===== config.mk =====
export PLATFORM = sky130hd
export DESIGN_NAME = countdown_timer_with_encoder_setting_core_flat
export DESIGN_NICKNAME = d
export VERILOG_FILES = /design/src/rtl/core/cdt_pkg.sv /design/src/rtl/core/cdt_if.sv /design/src/rtl/core/cdt_cfg.sv /design/src/rtl/core/cdt_engine.sv /design/src/rtl/core/countdown_timer_with_encoder_setting_core.sv /design/src/flat_wrapper.sv
export SDC_FILE = /design/constraint.sdc
export NUM_CORES = 1
export LEC_CHECK = 0
export ABC_AREA = 1
export ABC_CLOCK_PERIOD_IN_PS = 3500
export BUFFER_PORTS_ARGS = -buffer_cell sky130_fd_sc_hd__buf_2
export CAP_MARGIN = 10
export CORE_MARGIN = 3
export CORE_UTILIZATION = 30
export DETAILED_ROUTE_END_ITERATION = 12
export PLACE_DENSITY = 0.48
export REMOVE_ABC_BUFFERS = 1
export SYNTH_ARGS = -nofsm -noshare
export SYNTH_HDL_FRONTEND = slang
export SYNTH_HIERARCHICAL = 1
export SYNTH_SLANG_ARGS = --single-unit

===== constraint.sdc =====
create_clock -name clk_i -period 3.5 [get_ports clk_i]
set_input_delay 0.7 -clock clk_i [delete_from_list [all_inputs] [get_ports clk_i]]
set_output_delay 0.7 -clock clk_i [all_outputs]
set_load 0.02 [all_outputs]

===== src/rtl/core/cdt_pkg.sv =====
`default_nettype none

package cdt_pkg;

  // Field and register widths
  localparam int unsigned FIELD_W   = 6;
  localparam int unsigned TICK_W    = 8;
  localparam int unsigned CFG_IDX_W = 2;
  localparam int unsigned CFG_DAT_W = 8;
  localparam int unsigned ENC_CNT_W = 4;

  // Limits and reset values
  localparam logic [FIELD_W-1:0] MIN_SEC_LIMIT = FIELD_W'(59);
  localparam logic [TICK_W-1:0]  LONG_PRESS_RST = TICK_W'(30);
  localparam logic [TICK_W-1:0]  BEEP_TOGGLES_RST = TICK_W'(6);
  localparam logic [FIELD_W-1:0] MAX_HOURS_RST = FIELD_W'(47);

  typedef enum logic [1:0] {
    CMD_ENC = 2'd0,
    CMD_BTN = 2'd1,
    CMD_SEC = 2'd2,
    CMD_OUT = 2'd3
  } cmd_e;

  typedef enum logic [1:0] {
    MODE_VIEW    = 2'd0,
    MODE_SET_SEC = 2'd1,
    MODE_SET_MIN = 2'd2,
    MODE_SET_HRS = 2'd3
  } mode_e;

  typedef enum logic [1:0] {
    EV_NONE  = 2'd0,
    EV_SHORT = 2'd1,
    EV_LONG  = 2'd2
  } press_e;

  typedef enum logic [CFG_IDX_W-1:0] {
    CFG_LONG_PRESS   = 2'd0,
    CFG_BEEP_TOGGLES = 2'd1,
    CFG_MAX_HOURS    = 2'd2
  } cfg_idx_e;

  typedef struct packed {
    logic [TICK_W-1:0]  long_press_ticks;
    logic [TICK_W-1:0]  beep_toggles;
    logic [FIELD_W-1:0] max_hours;
  } cfg_t;

  typedef struct packed {
    logic [1:0] cmd;
    logic [1:0] enc_pins;
    logic       button_down;
  } item_t;

  typedef struct packed {
    logic [FIELD_W-1:0] hours;
    logic [FIELD_W-1:0] minutes;
    logic [FIELD_W-1:0] seconds;
    logic [1:0]         mode;
    logic               running;
    logic               relay_on;
    logic               led_on;
    logic               buzzer_on;
  } result_t;

  // Quadrature sequence 0 -> 2 -> 3 -> 1 -> 0 counts up
  function automatic logic [1:0] enc_up_to(input logic [1:0] prev);
    logic [1:0] nxt;
    case (prev)
      2'd0:    nxt = 2'd2;
      2'd1:    nxt = 2'd0;
      2'd2:    nxt = 2'd3;
      default: nxt = 2'd1;
    endcase
    return nxt;
  endfunction

  function automatic logic [1:0] enc_down_to(input logic [1:0] prev);
    logic [1:0] nxt;
    case (prev)
      2'd0:    nxt = 2'd1;
      2'd1:    nxt = 2'd3;
      2'd2:    nxt = 2'd0;
      default: nxt = 2'd2;
    endcase
    return nxt;
  endfunction

endpackage

`default_nettype wire


===== src/rtl/core/cdt_if.sv =====
`default_nettype none

// Input request channel
interface cdt_in_if;
  logic       valid;
  logic       ready;
  logic [1:0] cmd;
  logic [1:0] enc_pins;
  logic       button_down;

  modport source (output valid, cmd, enc_pins, button_down, input ready);
  modport sink   (input valid, cmd, enc_pins, button_down, output ready);
endinterface

// Result channel
interface cdt_out_if;
  logic                        valid;
  logic                        ready;
  logic [cdt_pkg::FIELD_W-1:0] hours;
  logic [cdt_pkg::FIELD_W-1:0] minutes;
  logic [cdt_pkg::FIELD_W-1:0] seconds;
  logic [1:0]                  mode;
  logic                        running;
  logic                        relay_on;
  logic                        led_on;
  logic                        buzzer_on;

  modport source (output valid, hours, minutes, seconds, mode, running, relay_on,
                  led_on, buzzer_on, input ready);
  modport sink   (input valid, hours, minutes, seconds, mode, running, relay_on,
                  led_on, buzzer_on, output ready);
endinterface

// Register write channel
interface cdt_cfg_if;
  logic                          valid;
  logic                          ready;
  logic [cdt_pkg::CFG_IDX_W-1:0] index;
  logic [cdt_pkg::CFG_DAT_W-1:0] data;

  modport source (output valid, index, data, input ready);
  modport sink   (input valid, index, data, output ready);
endinterface

`default_nettype wire


===== src/rtl/core/cdt_cfg.sv =====
`default_nettype none

module cdt_cfg (
  input  wire             clk_i,
  input  wire             rst_ni,
  cdt_cfg_if.sink         cfg_i,
  output cdt_pkg::cfg_t   cfg_o
);

  cdt_pkg::cfg_t cfg_q;
  logic          wr_en;

  // Always take a write request
  assign cfg_i.ready = 1'b1;
  assign wr_en       = cfg_i.valid;

  // Decode the register index; unknown indexes are dropped
  always_ff @(posedge clk_i or negedge rst_ni) begin
    if (!rst_ni) begin
      cfg_q.long_press_ticks <= cdt_pkg::LONG_PRESS_RST;
      cfg_q.beep_toggles     <= cdt_pkg::BEEP_TOGGLES_RST;
      cfg_q.max_hours        <= cdt_pkg::MAX_HOURS_RST;
    end else if (wr_en) begin
      unique case (cdt_pkg::cfg_idx_e'(cfg_i.index))
        cdt_pkg::CFG_LONG_PRESS:   cfg_q.long_press_ticks <= cfg_i.data;
        cdt_pkg::CFG_BEEP_TOGGLES: cfg_q.beep_toggles     <= cfg_i.data;
        cdt_pkg::CFG_MAX_HOURS:    cfg_q.max_hours <= cfg_i.data[cdt_pkg::FIELD_W-1:0];
        default: ;
      endcase
    end
  end

  assign cfg_o = cfg_q;

endmodule

`default_nettype wire


===== src/rtl/core/cdt_engine.sv =====
`default_nettype none

module cdt_engine (
  input  wire                    clk_i,
  input  wire                    rst_ni,
  input  wire                    fire_i,
  input  wire cdt_pkg::item_t    item_i,
  input  wire cdt_pkg::cfg_t     cfg_i,
  output cdt_pkg::result_t       res_o
);

  localparam int unsigned FW = cdt_pkg::FIELD_W;
  localparam int unsigned TW = cdt_pkg::TICK_W;
  localparam int unsigned CW = cdt_pkg::ENC_CNT_W;

  logic [FW-1:0] hours_q, hours_d, minutes_q, minutes_d, seconds_q, seconds_d;
  logic [FW-1:0] pre_h_q, pre_h_d, pre_m_q, pre_m_d, pre_s_q, pre_s_d;
  cdt_pkg::mode_e  mode_q, mode_d;
  cdt_pkg::press_e event_q, event_d;
  logic run_q, run_d, relay_q, relay_d, led_q, led_d, blink_q, blink_d;
  logic buzz_q, buzz_d, alarm_q, alarm_d, held_q, held_d;
  logic [TW-1:0] toggles_q, toggles_d, hold_q, hold_d;
  logic [1:0]    enc_prev_q, enc_prev_d;
  logic signed [CW-1:0] enc_cnt_q, enc_cnt_d, enc_cnt_n;

  logic          time_zero;
  logic [FW-1:0] sel_v, lim_v, up_v, down_v, step_v;
  logic [FW-1:0] dec_h, dec_m, dec_s;
  logic          dec_zero;

  assign time_zero = ~|{hours_q, minutes_q, seconds_q};

  // Field picked by the set mode, with its wrap limit
  assign sel_v = (mode_q == cdt_pkg::MODE_SET_SEC) ? seconds_q :
                 (mode_q == cdt_pkg::MODE_SET_MIN) ? minutes_q : hours_q;
  assign lim_v = (mode_q == cdt_pkg::MODE_SET_HRS) ? cfg_i.max_hours
                                                   : cdt_pkg::MIN_SEC_LIMIT;
  assign up_v   = (({1'b0, sel_v} + (FW+1)'(1)) > {1'b0, lim_v}) ? '0 : sel_v + FW'(1);
  assign down_v = (sel_v == '0) ? lim_v : sel_v - FW'(1);

  // Count encoder steps
  always_comb begin
    if (item_i.enc_pins == cdt_pkg::enc_up_to(enc_prev_q)) begin
      enc_cnt_n = enc_cnt_q + CW'(signed'(1));
    end else if (item_i.enc_pins == cdt_pkg::enc_down_to(enc_prev_q)) begin
      enc_cnt_n = enc_cnt_q - CW'(signed'(1));
    end else begin
      enc_cnt_n = enc_cnt_q;
    end
  end
  assign step_v = (enc_cnt_n > 0) ? up_v : down_v;

  // Count down one second, holding at zero
  always_comb begin
    dec_h = hours_q;
    dec_m = minutes_q;
    dec_s = seconds_q;
    if (seconds_q != '0) begin
      dec_s = seconds_q - FW'(1);
    end else if (minutes_q != '0) begin
      dec_m = minutes_q - FW'(1);
      dec_s = cdt_pkg::MIN_SEC_LIMIT;
    end else if (hours_q != '0) begin
      dec_h = hours_q - FW'(1);
      dec_m = cdt_pkg::MIN_SEC_LIMIT;
      dec_s = cdt_pkg::MIN_SEC_LIMIT;
    end
  end
  assign dec_zero = ~|{dec_h, dec_m, dec_s};

  // Next state for one request
  always_comb begin
    hours_d = hours_q;  minutes_d = minutes_q;  seconds_d = seconds_q;
    pre_h_d = pre_h_q;  pre_m_d = pre_m_q;      pre_s_d = pre_s_q;
    mode_d = mode_q;    event_d = event_q;
    run_d = run_q;      relay_d = relay_q;      led_d = led_q;
    blink_d = blink_q;  buzz_d = buzz_q;        alarm_d = alarm_q;
    held_d = held_q;    toggles_d = toggles_q;  hold_d = hold_q;
    enc_prev_d = enc_prev_q;
    enc_cnt_d = enc_cnt_q;
    unique case (cdt_pkg::cmd_e'(item_i.cmd))
      cdt_pkg::CMD_ENC: begin
        enc_prev_d = item_i.enc_pins;
        if (enc_cnt_n > CW'(signed'(3)) || enc_cnt_n < -CW'(signed'(3))) begin
          enc_cnt_d = '0;
          case (mode_q)
            cdt_pkg::MODE_SET_SEC: seconds_d = step_v;
            cdt_pkg::MODE_SET_MIN: minutes_d = step_v;
            cdt_pkg::MODE_SET_HRS: hours_d   = step_v;
            default: ;
          endcase
        end else begin
          enc_cnt_d = enc_cnt_n;
        end
      end
      cdt_pkg::CMD_BTN: begin
        if (!held_q) begin
          if (item_i.button_down) begin
            held_d = 1'b1;
            hold_d = '0;
            if (event_q == cdt_pkg::EV_NONE) event_d = cdt_pkg::EV_SHORT;
          end else if (event_q != cdt_pkg::EV_NONE) begin
            // Act on the finished press
            event_d = cdt_pkg::EV_NONE;
            if (event_q == cdt_pkg::EV_SHORT) begin
              if (mode_q != cdt_pkg::MODE_VIEW) begin
                mode_d = cdt_pkg::mode_e'(mode_q + 2'd1);
              end else if (!time_zero) begin
                run_d   = ~run_q;
                blink_d = ~blink_q;
                relay_d = ~relay_q;
              end
            end else begin
              case (mode_q)
                cdt_pkg::MODE_VIEW: if (!run_q) mode_d = cdt_pkg::MODE_SET_SEC;
                cdt_pkg::MODE_SET_SEC: begin
                  hours_d = pre_h_q;  minutes_d = pre_m_q;  seconds_d = pre_s_q;
                end
                cdt_pkg::MODE_SET_HRS: begin
                  pre_h_d = hours_q;  pre_m_d = minutes_q;  pre_s_d = seconds_q;
                end
                default: ;
              endcase
            end
          end
        end else if (item_i.button_down) begin
          if (hold_q < cfg_i.long_press_ticks) begin
            hold_d = hold_q + TW'(1);
          end else begin
            hold_d  = '0;
            event_d = cdt_pkg::EV_LONG;
          end
        end else begin
          held_d = 1'b0;
          hold_d = '0;
        end
      end
      cdt_pkg::CMD_SEC: begin
        if (run_q) begin
          led_d     = ~led_q;
          hours_d   = dec_h;
          minutes_d = dec_m;
          seconds_d = dec_s;
          if (dec_zero) begin
            relay_d = 1'b0;
            blink_d = 1'b0;
            alarm_d = 1'b1;
            run_d   = 1'b0;
          end
        end
      end
      default: begin
        if (!blink_q) led_d = 1'b0;
        if (alarm_q && toggles_q != '0) begin
          toggles_d = toggles_q - TW'(1);
          buzz_d    = ~buzz_q;
        end else begin
          buzz_d    = 1'b0;
          toggles_d = cfg_i.beep_toggles;
          alarm_d   = 1'b0;
        end
      end
    endcase
  end

  // Advance the state on each request
  always_ff @(posedge clk_i or negedge rst_ni) begin
    if (!rst_ni) begin
      hours_q <= '0;  minutes_q <= '0;  seconds_q <= '0;
      pre_h_q <= '0;  pre_m_q <= '0;    pre_s_q <= '0;
      mode_q  <= cdt_pkg::MODE_VIEW;
      event_q <= cdt_pkg::EV_NONE;
      run_q <= 1'b0;  relay_q <= 1'b0;  led_q <= 1'b0;
      blink_q <= 1'b0;  buzz_q <= 1'b0;  alarm_q <= 1'b0;
      held_q <= 1'b0;
      toggles_q <= cdt_pkg::BEEP_TOGGLES_RST;
      hold_q <= '0;
      enc_prev_q <= '0;
      enc_cnt_q <= '0;
    end else if (fire_i) begin
      hours_q <= hours_d;  minutes_q <= minutes_d;  seconds_q <= seconds_d;
      pre_h_q <= pre_h_d;  pre_m_q <= pre_m_d;      pre_s_q <= pre_s_d;
      mode_q  <= mode_d;
      event_q <= event_d;
      run_q <= run_d;  relay_q <= relay_d;  led_q <= led_d;
      blink_q <= blink_d;  buzz_q <= buzz_d;  alarm_q <= alarm_d;
      held_q <= held_d;
      toggles_q <= toggles_d;
      hold_q <= hold_d;
      enc_prev_q <= enc_prev_d;
      enc_cnt_q <= enc_cnt_d;
    end
  end

  // Result shows the state after the request
  assign res_o.hours     = hours_d;
  assign res_o.minutes   = minutes_d;
  assign res_o.seconds   = seconds_d;
  assign res_o.mode      = mode_d;
  assign res_o.running   = run_d;
  assign res_o.relay_on  = relay_d;
  assign res_o.led_on    = led_d;
  assign res_o.buzzer_on = buzz_d;

endmodule

`default_nettype wire


===== src/rtl/core/countdown_timer_with_encoder_setting_core.sv =====
// A request is held in the input register, then moved into the result register.
// Throughput: one request per cycle while results drain; a held result lets one
// more request into the input register, then stalls the input.
// Reset (rst_ni low, asynchronous) clears the time, preset and all flags,
// sets normal mode and loads the registers with 30, 6 and 47.
`default_nettype none

module countdown_timer_with_encoder_setting_core (
  input  wire        clk_i,
  input  wire        rst_ni,
  cdt_in_if.sink     in_i,
  cdt_out_if.source  out_o,
  cdt_cfg_if.sink    cfg_i
);

  cdt_pkg::cfg_t    cfg;
  cdt_pkg::item_t   item_q;
  cdt_pkg::result_t res_d, res_q;
  logic             s1_valid_q, out_valid_q;
  logic             s1_fire, in_ready, in_accept;

  cdt_cfg u_cfg (
    .clk_i  (clk_i),
    .rst_ni (rst_ni),
    .cfg_i  (cfg_i),
    .cfg_o  (cfg)
  );

  // Move a request on when the result register is free or being drained
  assign s1_fire   = s1_valid_q && (!out_valid_q || out_o.ready);
  assign in_ready  = !s1_valid_q || s1_fire;
  assign in_accept = in_i.valid && in_ready;
  assign in_i.ready = in_ready;

  // Hold the accepted request
  always_ff @(posedge clk_i or negedge rst_ni) begin
    if (!rst_ni) begin
      s1_valid_q <= 1'b0;
    end else if (in_accept) begin
      s1_valid_q <= 1'b1;
    end else if (s1_fire) begin
      s1_valid_q <= 1'b0;
    end
  end

  always_ff @(posedge clk_i) begin
    if (in_accept) begin
      item_q.cmd         <= in_i.cmd;
      item_q.enc_pins    <= in_i.enc_pins;
      item_q.button_down <= in_i.button_down;
    end
  end

  cdt_engine u_engine (
    .clk_i  (clk_i),
    .rst_ni (rst_ni),
    .fire_i (s1_fire),
    .item_i (item_q),
    .cfg_i  (cfg),
    .res_o  (res_d)
  );

  // Result register
  always_ff @(posedge clk_i or negedge rst_ni) begin
    if (!rst_ni) begin
      out_valid_q <= 1'b0;
    end else if (s1_fire) begin
      out_valid_q <= 1'b1;
    end else if (out_o.ready) begin
      out_valid_q <= 1'b0;
    end
  end

  always_ff @(posedge clk_i) begin
    if (s1_fire) begin
      res_q <= res_d;
    end
  end

  assign out_o.valid     = out_valid_q;
  assign out_o.hours     = res_q.hours;
  assign out_o.minutes   = res_q.minutes;
  assign out_o.seconds   = res_q.seconds;
  assign out_o.mode      = res_q.mode;
  assign out_o.running   = res_q.running;
  assign out_o.relay_on  = res_q.relay_on;
  assign out_o.led_on    = res_q.led_on;
  assign out_o.buzzer_on = res_q.buzzer_on;

endmodule

`default_nettype wire


===== src/flat_wrapper.sv =====
// flat-port wrapper written by rule: the top's interface ports become plain ports
module countdown_timer_with_encoder_setting_core_flat 
  (clk_i, rst_ni, in_i_valid, in_i_cmd, in_i_enc_pins, in_i_button_down, in_i_ready, out_o_valid, out_o_hours, out_o_minutes, out_o_seconds, out_o_mode, out_o_running, out_o_relay_on, out_o_led_on, out_o_buzzer_on, out_o_ready, cfg_i_valid, cfg_i_index, cfg_i_data, cfg_i_ready);
  cdt_in_if in_i_i ();
  cdt_out_if out_o_i ();
  cdt_cfg_if cfg_i_i ();
  input  wire clk_i;
  input  wire rst_ni;
  input wire logic [$bits(in_i_i.valid)-1:0] in_i_valid;
  input wire logic [$bits(in_i_i.cmd)-1:0] in_i_cmd;
  input wire logic [$bits(in_i_i.enc_pins)-1:0] in_i_enc_pins;
  input wire logic [$bits(in_i_i.button_down)-1:0] in_i_button_down;
  output wire logic [$bits(in_i_i.ready)-1:0] in_i_ready;
  output wire logic [$bits(out_o_i.valid)-1:0] out_o_valid;
  output wire logic [$bits(out_o_i.hours)-1:0] out_o_hours;
  output wire logic [$bits(out_o_i.minutes)-1:0] out_o_minutes;
  output wire logic [$bits(out_o_i.seconds)-1:0] out_o_seconds;
  output wire logic [$bits(out_o_i.mode)-1:0] out_o_mode;
  output wire logic [$bits(out_o_i.running)-1:0] out_o_running;
  output wire logic [$bits(out_o_i.relay_on)-1:0] out_o_relay_on;
  output wire logic [$bits(out_o_i.led_on)-1:0] out_o_led_on;
  output wire logic [$bits(out_o_i.buzzer_on)-1:0] out_o_buzzer_on;
  input wire logic [$bits(out_o_i.ready)-1:0] out_o_ready;
  input wire logic [$bits(cfg_i_i.valid)-1:0] cfg_i_valid;
  input wire logic [$bits(cfg_i_i.index)-1:0] cfg_i_index;
  input wire logic [$bits(cfg_i_i.data)-1:0] cfg_i_data;
  output wire logic [$bits(cfg_i_i.ready)-1:0] cfg_i_ready;
  assign in_i_i.valid = in_i_valid;
  assign in_i_i.cmd = in_i_cmd;
  assign in_i_i.enc_pins = in_i_enc_pins;
  assign in_i_i.button_down = in_i_button_down;
  assign in_i_ready = in_i_i.ready;
  assign out_o_valid = out_o_i.valid;
  assign out_o_hours = out_o_i.hours;
  assign out_o_minutes = out_o_i.minutes;
  assign out_o_seconds = out_o_i.seconds;
  assign out_o_mode = out_o_i.mode;
  assign out_o_running = out_o_i.running;
  assign out_o_relay_on = out_o_i.relay_on;
  assign out_o_led_on = out_o_i.led_on;
  assign out_o_buzzer_on = out_o_i.buzzer_on;
  assign out_o_i.ready = out_o_ready;
  assign cfg_i_i.valid = cfg_i_valid;
  assign cfg_i_i.index = cfg_i_index;
  assign cfg_i_i.data = cfg_i_data;
  assign cfg_i_ready = cfg_i_i.ready;
  countdown_timer_with_encoder_setting_core u_core (.clk_i(clk_i), .rst_ni(rst_ni), .in_i(in_i_i), .out_o(out_o_i), .cfg_i(cfg_i_i));
endmodule

==> flow_summary.toml, run 1 <==
[sta]
rsz0062_at_grt = "false"
fin_crit_ns = 3.19
fin_crit_sh = 0.912
slew_headroom = 0.354
tightest_slew_ns = 0.968
hold_viol = 0
slew_violations = 0
setup_violations = 0
fmax_ghz = 0.313
final.setup_skew_ns = 0.0129

[synthesis]
yosys.area.top_type = "dfrtp_1"
syn_avg_cell_area_um2 = 7.24
yosysSeqAreaShare = 0.397
yosys-top-cells-count = "387 x nand2_1, 105 x nand3_1, 104 x inv_1, 80 x dfrtp_1, 77 x o21ai_0"
yosys_warnings = 6
syn_area_mm2 = 0.00809
yosys-top-cells-area = "dfrtp_1 25%, nand2_1 18%, edfxtp_1 11%"
synthMuxAreaShare = 0
synth-edff-count = 29
synth-main-ff-cell = "dfrtp_1"
synth-seq-cells = 122
synth_most_common_cell = "nand2_1"
synthCells = 1118
synth_top_area_frac = 0.247
synthAdderAreaFrac = 0.0448
async_flop_share = 0.762
yosys.area_share.simple = 0.335
synthXorXnorAreaFrac = 0.0108
synth_compound_area_frac = 0.130
yosys.cell_types.count = 49
synth_top_family_by_area = "simple AND/OR/NAND/NOR gates"

[route]
vias = 7409
drt_iter0_markers = 540
totalWireLength_um = 24300
final_antenna_net_count = 0
drc = 0
wl_per_cell_um = 16.1
vias_per_cell = 4.91
firstDrtPassIters = 5

[global_routing]
grt_max_degree = 52
grt_pass1_wl_um = 39500
overflow = 0
top_usage_layer = "met2"
antenna_found_initial = 0
first_global_vias = 7211
grt_use_total = 0.172
use_met1 = 0.231
met3_usage = 0.0295
grt_util_met2 = 0.277

[placement]
dpl.hpwl_um = 17800
io_buffers = 45
globalplace.congestion = 0.918
dp_cells = 1478

[worst_hold_path]
hp-class = "input pin to async pin"

[critical_path]
startpoint_type = "register"
arrival_ns = 3.46
critPathTopFamily = "simple AND/OR/NAND/NOR gates"
cpPeakStageDelay_ns = 0.44
r2r_slack_ns = 0.31
worst-path-buf-inv = 4
timing.rr.start = "u_core/u_engine/mode_q[1]"
slowest_stage = "dfrtp_2"
endpoint_kind = "register"
reg2reg_depth = 23
crit_top_cell = "nand2_1"
crit_fanout = 6
criticalPathCategory = "register to register"
crit_chain = "inv_2 -> ha_2 -> inv_2 -> nand3_1 -> nand2_2 -> nor2_4 -> nand2_1 -> nand2_1 -> inv_1 -> ha_1 -> a21oi_1 -> o21ai_0 -> nand2_1 -> nand2_1 -> nand2_1 -> nand2_1 -> inv_2 -> nand2_1 -> nand2_1 -> nand2_1 -> nand2_1 -> nand3_1 -> a21boi_1"
crit_required_ns = 3.77
reg2reg_to = "u_core/out_o.minutes[1]"

[floorplanning]
die_height_um = 170
core_mm2 = 0.0263
die_area_mm2 = 0.0290
row_count = 59
ios = 47
start_util = 0.308
die_w_um = 170

[final_layout]
diodes = 0
area_growth_pct = 14.9
final_cells = 1510
nets = 1211
fill_cells = 2795
drive_gt1_frac = 0.133

[cts]
path_clk_slew_ns = 0.07
clk_path_buf_depth = 2
root_buffer = "clkbuf_16"
cts_buffers = 17
htreeDepth = 4
numClockSinks = 122
cts_tree = "yes"
insertion_delay_ns = 0.43
cts_setup_buffers = 0
postCtsHoldBufs = 0
cts-resized-gates = 0

[job]
cap_viol_max_count = 0

[status]
outcome = "finished, final reports clean"

[power_and_ir_drop]
p_leak_nw = 4.56
ir_worst_vdd_v = 0.000349
p_total_mw = 6.43
powerDensity_mw_per_mm2 = 691
-- layout by cell type (no fill, tap or decap), drive strengths merged, types with 2 or more instances in the layout --
master and n:
a21oi 39, o21a 2, o22ai 8, xor2 8, ha 29, nand4 28, o2111ai 8, nand3b 2
clkbuf 18, inv 129, clkinvlp 2, a21boi 21, nand3 114, nand2 391, nor4 2, edfxtp 29
o211ai 5, xnor2 2, a211oi 6, o21bai 2, nor2 70, dfrtp 80, nor3 8, a2111oi 2
clkinv 4, dfstp 13, o21ai 81, buf 64
-- metal layers --
metal / up-vias / share of wire
li1: 3792 / -
met5: - / 0
met2: 159 / 0.46
met3: 35 / 0.040
met4: 0 / 0.031
met1: 3423 / 0.47
-- flip-flops by register name (all words and copies together) (netlist names), 2 cells and up --
| register | count |
|---|---|
| u_core/out_o.seconds | 6 |
| u_core/u_engine/pre_h_q | 6 |
| u_core/u_cfg/cfg_o | 22 |
| u_core/u_engine/pre_s_q | 6 |
| u_core/u_engine/mode_q | 2 |
| u_core/out_o.minutes | 6 |
| u_core/u_engine/event_q | 2 |
| u_core/u_engine/enc_cnt_q | 4 |
| u_core/item_q | 5 |
| u_core/u_engine/hours_q | 6 |
| u_core/u_engine/toggles_q | 8 |
| u_core/u_engine/enc_prev_q | 2 |
| u_core/u_engine/seconds_q | 6 |
| u_core/u_engine/hold_q | 8 |
| u_core/u_engine/minutes_q | 6 |
| u_core/out_o.mode | 2 |
| u_core/u_engine/pre_m_q | 6 |
| u_core/out_o.hours | 6 |
-- cell families after synthesis --
| family | Yosys count |
|---|---|
| other cells | 1 |
| fa+ha+maj | 29 |
| xor+xnor | 10 |
| compound gates | 179 |
| buf+inv | 161 |
| flops | 122 |
| simple gates | 616 |
-- worst max-delay path by stage --
stage,startpoint,end,slack [ns],cells after the start
2_1_floorplan,out_o_ready,u_core/u_engine/pre_h_q[0],-1.11,6
3_3_place_gp,u_core/u_engine/mode_q[0],u_core/out_o.minutes[1],0.23,23
3_5_place_dp,u_core/u_engine/mode_q[0],u_core/out_o.seconds[1],0.17,23
4_1_cts,u_core/u_engine/mode_q[0],u_core/out_o.seconds[1],0.15,23
5_1_grt,u_core/u_engine/mode_q[0],u_core/u_engine/minutes_q[1],0.02,27
6_report,u_core/u_engine/mode_q[1],u_core/out_o.minutes[1],0.31,23
-- final cells by class --
class | count | area [um2] | area share
Inverter | 122 | 463 | 0.0498
Sequential cell | 122 | 3220 | 0.346
Clock inverter | 14 | 136 | 0.0147
Multi-Input combinational cell | 835 | 4250 | 0.457
Tap cell | 335 | 419 | 0.0451
Clock buffer | 18 | 429 | 0.0461
Timing Repair Buffer | 64 | 383 | 0.0412
-- per-stage QoR --
stage                      util  TNS [ns]  worst slack [ns]  hold WS, ns  area [um2]
final                     0.354         0             0.307        0.286        9300
after global placement    0.331         0             0.228        0.454        8710
after detailed placement  0.331         0             0.173        0.457        8710
after CTS                 0.353         0             0.149        0.305        9270
after global routing      0.354         0            0.0152        0.329        9300
after floorplan               -    -49.19             -1.11        0.404        7900
-- power by group --
| group | total [mW] | switching (mW) | internal, mW |
|---|---|---|---|
| Combinational | 2.69 | 1.86 | 0.834 |
| Sequential | 2.01 | 0.255 | 1.75 |
| Clock | 1.73 | 0.737 | 0.994 |
(Power assumes the default switching activity.)
==> inputs of run 2 (changes only) <==
--- a/config.mk
+++ b/config.mk
@@ -7,12 +7,12 @@
 export LEC_CHECK = 0
 export ABC_AREA = 1
 export ABC_CLOCK_PERIOD_IN_PS = 3500
-export BUFFER_PORTS_ARGS = -buffer_cell sky130_fd_sc_hd__buf_2
 export CAP_MARGIN = 10
 export CORE_MARGIN = 3
-export CORE_UTILIZATION = 30
+export CORE_UTILIZATION = 40
 export DETAILED_ROUTE_END_ITERATION = 12
-export PLACE_DENSITY = 0.48
+export DONT_BUFFER_PORTS = 1
+export PLACE_DENSITY = 0.57
 export REMOVE_ABC_BUFFERS = 1
 export SYNTH_ARGS = -nofsm -noshare
 export SYNTH_HDL_FRONTEND = slang
==> constraint.sdc (replaced) <==
create_clock -name clk_i -period 3.5 [get_ports clk_i]
set_input_delay 0.7 -clock clk_i [delete_from_list [all_inputs] [get_ports clk_i]]
set_output_delay 0.7 -clock clk_i [all_outputs]
set_load 0.005 [all_outputs]
==> run 2 against run 1 <==
- largest power group unchanged
- sequential cell count is the same
- sequential power hardly changed
- worst setup slack got worse by 0.018 ns
- via count down 0.99%
- register-to-register slack worse by 0.02 ns
==> flow_summary.toml, run 2 (synthesis gave the netlist of run 1 again) <==
[sta]
fin_crit_sh = 0.918
fmax_ghz = 0.311
rsz0062_at_grt = "false"
final.setup_skew_ns = 0.0117
setup_violations = 0
fin_crit_ns = 3.21
tightest_slew_ns = 1.05
slew_violations = 0
slew_headroom = 0.299
postLayoutSetupSlackWorst_ns = 0.288
hold_viol = 0

[final_layout]
nets = 1164
largest_reg_flops = 22
diodes = 0
multi_input_area_mm2 = 0.00426
fill_cells = 2045
final_cell_mix = "385 x nand2_1, 105 x nand3_1, 102 x inv_1, 79 x dfrtp_1, 77 x o21ai_0"
area_growth_pct = 10.8
final_common_cell = "nand2_1"
design_area_mm2 = 0.00897
drive_gt1_frac = 0.0993
seqCellArea_mm2 = 0.00322

[critical_path]
slowest_stage = "dfrtp_2"
crit_chain = "inv_2 -> ha_2 -> buf_4 -> nand2_1 -> nand2_1 -> nor2_2 -> nand3_1 -> nand2_1 -> nand2_1 -> inv_1 -> ha_1 -> nand2_1 -> o21ai_0 -> nor2_1 -> nand2_1 -> nand2_1 -> nand2_1 -> inv_2 -> nand2_1 -> nand2_1 -> nand2_1 -> nand2_1 -> nand3_1 -> a21boi_2"
worstSetupStartpoint = "u_core/u_engine/mode_q[1]"
criticalPathCategory = "register to register"
timing.rr.start = "u_core/u_engine/mode_q[1]"
arrival_ns = 3.48
r2r_slack_ns = 0.29
endpoint_kind = "register"
reg2reg_depth = 24
crit_top_cell = "nand2_1"
startpoint_type = "register"
cpPeakStageDelay_ns = 0.45
crit_required_ns = 3.77
crit_fanout = 7
reg2reg_to = "u_core/out_o.minutes[1]"

[placement]
placedInstanceArea_mm2 = 0.00836
io_buffers = 0
dp_worst_setup_slack_ns = 0.120
globalplace.congestion = 0.932
dpl.hpwl_um = 16000

[floorplanning]
die_height_um = 148
core_mm2 = 0.0197
ios = 47
die_area_mm2 = 0.0220
row_count = 51
die_w_um = 148
start_util = 0.412

[cts]
path_clk_slew_ns = 0.06
clk_path_buf_depth = 2
cts_tree = "yes"
htreeDepth = 4
insertion_delay_ns = 0.43
cts_setup_buffers = 0
cts_buffers = 17
numClockSinks = 122
root_buffer = "clkbuf_16"

[global_routing]
grt_pass1_wl_um = 37400
grt_use_total = 0.214
grt_max_degree = 81
antenna_found_initial = 0
first_global_vias = 6929
overflow = 0

[route]
vias_per_cell = 5.27
drt_iter0_markers = 550
vias = 7336
totalWireLength_um = 22900
final_antenna_net_count = 0
firstDrtPassIters = 5
drc = 0
wl_per_cell_um = 16.4

[worst_hold_path]
hp-class = "input pin to async pin"

[power_and_ir_drop]
p_leak_nw = 4.36
ir_worst_vdd_v = 0.000356
p_total_mw = 6.21
powerDensity_mw_per_mm2 = 692

[status]
outcome = "finished, final reports clean"

[job]
cap_viol_max_count = 0
## run 2: cell count changes in the layout (fill, tap and decap cells not counted), sizes merged
cell and delta:
buf -47, clkinv +2, bufinv -1, inv -1
## run 2: per-stage QoR
| step | util | hold WS (ns) | TNS (ns) | instances |
|---|---|---|---|---|
| floorplan | - | 0.404 | -49.18 | 1079 |
| global route | 0.456 | 0.100 | 0 | 1393 |
| CTS | 0.455 | 0.102 | 0 | 1393 |
| finish | 0.456 | 0.128 | 0 | 1393 |
| detailed placement | 0.425 | 0.409 | 0 | 1360 |
| global placement | 0.425 | 0.408 | 0 | 1360 |
## run 2: power breakdown
part | total (mW) | internal, mW | switching (mW) | leakage [nW]
sequential | 2.00 | 1.75 | 0.252 | 1.47
clock | 1.67 | 0.937 | 0.729 | 0.269
combinational | 2.54 | 0.794 | 1.74 | 2.62
## run 2: layout make-up
cell class | instances | share of cell area
Sequential cell | 122 | 0.359
Clock inverter | 14 | 0.0123
Timing Repair Buffer | 17 | 0.0165
Tap cell | 265 | 0.0370
Clock buffer | 18 | 0.0490
Inverter | 122 | 0.0516
Multi-Input combinational cell | 835 | 0.475
## run 2: worst max-delay path: cells and delay by family (launching register included)
kind                     cells  cell delay, ns
AND/OR/NAND/NOR             16            1.45
adder cells (fa/ha/maj)      2            0.51
flip-flops                   1            0.45
buffers and inverters        4            0.39
AO/OA/AOI/OAI                2            0.25
## run 2: repair_timing
item | in CTS | in global routing
hold buffers | 1 | 0
endpoints found under the setup margin | 0 | 35
hold endpoints to repair | 80 | 0
gates resized for setup | 0 | 11
## run 2: worst max-delay path by stage
stage,to,slack [ns]
6_report,u_core/out_o.minutes[1],0.29
4_1_cts,u_core/out_o.minutes[1],0.09
5_1_grt,u_core/u_engine/minutes_q[1],0.006
2_1_floorplan,u_core/u_engine/pre_h_q[0],-1.11
3_5_place_dp,u_core/out_o.minutes[1],0.12
3_3_place_gp,u_core/out_o.minutes[1],0.17
## run 2: layer usage
metal | part of all wire | wire [um] | GRT usage | up-vias
li1 | - | - | - | 3706
met1 | 0.46 | 10600 | 0.290 | 3386
met2 | 0.46 | 10600 | 0.337 | 201
met3 | 0.047 | 1070 | 0.0433 | 43
met4 | 0.028 | 632 | 0.0855 | 0
met5 | 0 | 0 | 0 | -
==> inputs of run 3 (changes only) <==
--- a/config.mk
+++ b/config.mk
@@ -12,6 +12,7 @@
 export CORE_UTILIZATION = 40
 export DETAILED_ROUTE_END_ITERATION = 12
 export DONT_BUFFER_PORTS = 1
+export MAX_ROUTING_LAYER = met4
 export PLACE_DENSITY = 0.57
 export REMOVE_ABC_BUFFERS = 1
 export SYNTH_ARGS = -nofsm -noshare
==> run 3 against run 2 <==
- clock power increased by 5%
- core utilization up 0.34 points
- worst setup slack worse by 0.023 ns
- fmax fell by 0.70%
- worst hold slack better by 0.0044 ns
- register-to-register slack worse by 0.02 ns
- sequential cell count stayed put
==> flow_summary.toml, run 3 (synthesis gave the netlist of run 1 again) <==
[route]
totalWireLength_um = 22900
vias_per_cell = 5.32
final_antenna_net_count = 0
drt_iter0_markers = 610
vias = 7413
wl_per_cell_um = 16.4
drc = 0
firstDrtPassIters = 6

[placement]
dpl.hpwl_um = 16000
io_buffers = 0
globalplace.congestion = 0.971
placedInstanceArea_mm2 = 0.00836
dp_worst_setup_slack_ns = 0.113

[global_routing]
overflow = 0
antenna_found_initial = 0
grt_use_total = 0.219
first_global_vias = 6946
grt_max_degree = 81
grt_pass1_wl_um = 36900

[final_layout]
area_growth_pct = 11.6
final_common_cell = "nand2_1"
final_util = 0.460
drive_gt1_frac = 0.102
fill_cells = 2041
final_cell_mix = "382 x nand2_1, 104 x nand3_1, 102 x inv_1, 79 x dfrtp_1, 77 x o21ai_0"
design_area_mm2 = 0.00903
multi_input_area_mm2 = 0.00429
largest_reg_flops = 22
nets = 1165
diodes = 0
seqCellArea_mm2 = 0.00322

[floorplanning]
ios = 47
start_util = 0.412
die_height_um = 148
core_mm2 = 0.0197
die_area_mm2 = 0.0220
die_w_um = 148
row_count = 51

[cts]
cts_buffers = 17
insertion_delay_ns = 0.43
root_buffer = "clkbuf_16"
clk_path_buf_depth = 2
numClockSinks = 122
htreeDepth = 4
cts_tree = "yes"
path_clk_slew_ns = 0.06

[job]
cap_viol_max_count = 0

[critical_path]
crit_required_ns = 3.77
endpoint_kind = "register"
crit_fanout = 9
criticalPathCategory = "register to register"
arrival_ns = 3.50
startpoint_type = "register"
reg2reg_depth = 25

[status]
outcome = "finished, final reports clean"

[sta]
fin_crit_sh = 0.924
setup_violations = 0
fmax_ghz = 0.309
final.setup_skew_ns = 0.0117
postLayoutSetupSlackWorst_ns = 0.266
tightest_slew_ns = 1.02
slew_violations = 0
hold_viol = 0
slew_headroom = 0.316
hold_ws_ns = 0.132
fin_crit_ns = 3.23

[power_and_ir_drop]
p_total_mw = 6.34
ir_worst_vdd_v = 0.000331
p_leak_nw = 4.38
powerDensity_mw_per_mm2 = 702

[worst_hold_path]
hp-class = "input pin to async pin"
==> run 3: changes by cell type in the layout (fill, tap and decap cells not counted), sizes merged <==
cell / change
bufinv: +2
inv: -6
clkinvlp: +2
clkbuf: +1
buf: +1
clkinv: +1
==> run 3: critical path, cell delays in order, from the launching register on <==
cell      delay (ns)
dfrtp_1         0.42
inv_2           0.10
ha_4            0.21
inv_2           0.10
nand2_1         0.07
nand3_1         0.09
nand2_2         0.09
nor2_4          0.16
nand3_1         0.11
nand2_1         0.10
nand2_1         0.06
inv_1           0.06
ha_1            0.23
nand2_1         0.08
o21ai_0         0.08
nor2_1          0.12
nand2_1         0.07
nand2_1         0.07
nand2_1         0.07
inv_2           0.09
nand2_1         0.06
nand2_1         0.07
nand2_1         0.12
nand2_2         0.13
nand3_1         0.13
a21boi_2        0.19
==> run 3: area by class of cell <==
cell class | count | share of cell area
repair buffers | 18 | 0.0172
clock inverters | 13 | 0.0163
clock buffers | 19 | 0.0479
inverters | 122 | 0.0512
multi-input cells | 835 | 0.475
flip-flops and latches | 122 | 0.356
well taps | 265 | 0.0367
==> run 3: report_power, final <==
group | leakage, nW | internal (mW) | switching, mW
logic | 2.64 | 0.812 | 1.77
clock network | 0.270 | 1.05 | 0.701
registers | 1.47 | 1.75 | 0.257
total | 4.38 | 3.62 | 2.72
==> run 3: final timing paths <==
kind,endpoint,slack (ns),start
max in group asynchronous,u_core/u_engine/mode_q[1],2.96,rst_ni
setup / recovery,u_core/out_o.minutes[1],0.27,u_core/u_engine/mode_q[0]
hold / removal,u_core/u_engine/toggles_q[1],0.13,rst_ni
min in group clk_i,u_core/item_q[3],0.37,in_i_cmd[0]
setup reg to reg,u_core/out_o.minutes[1],0.27,u_core/u_engine/mode_q[0]
hold reg to reg,u_core/u_cfg/cfg_o[16],0.47,u_core/u_cfg/cfg_o[16]
==> run 3: per-stage QoR <==
| stage | TNS [ns] | cells |
|---|---|---|
| final | 0 | 1394 |
| after global placement | 0 | 1360 |
| after global routing | -0.186 | 1394 |
| after CTS | 0 | 1393 |
| after floorplan | -49.18 | 1079 |
| after detailed placement | 0 | 1360 |
==> run 3: repair_timing <==
item	CTS	global route
hold buffers	1	0
setup buffers	0	1
hold endpoints to repair	80	0
setup endpoints to repair	0	36
resized for setup	0	18
==> run 3: layer usage <==
| layer | share of wire | global-route usage |
|---|---|---|
| met5 | 0 | - |
| met1 | 0.46 | 0.281 |
| met4 | 0.025 | 0.0813 |
| met2 | 0.46 | 0.350 |
| met3 | 0.048 | 0.0369 |
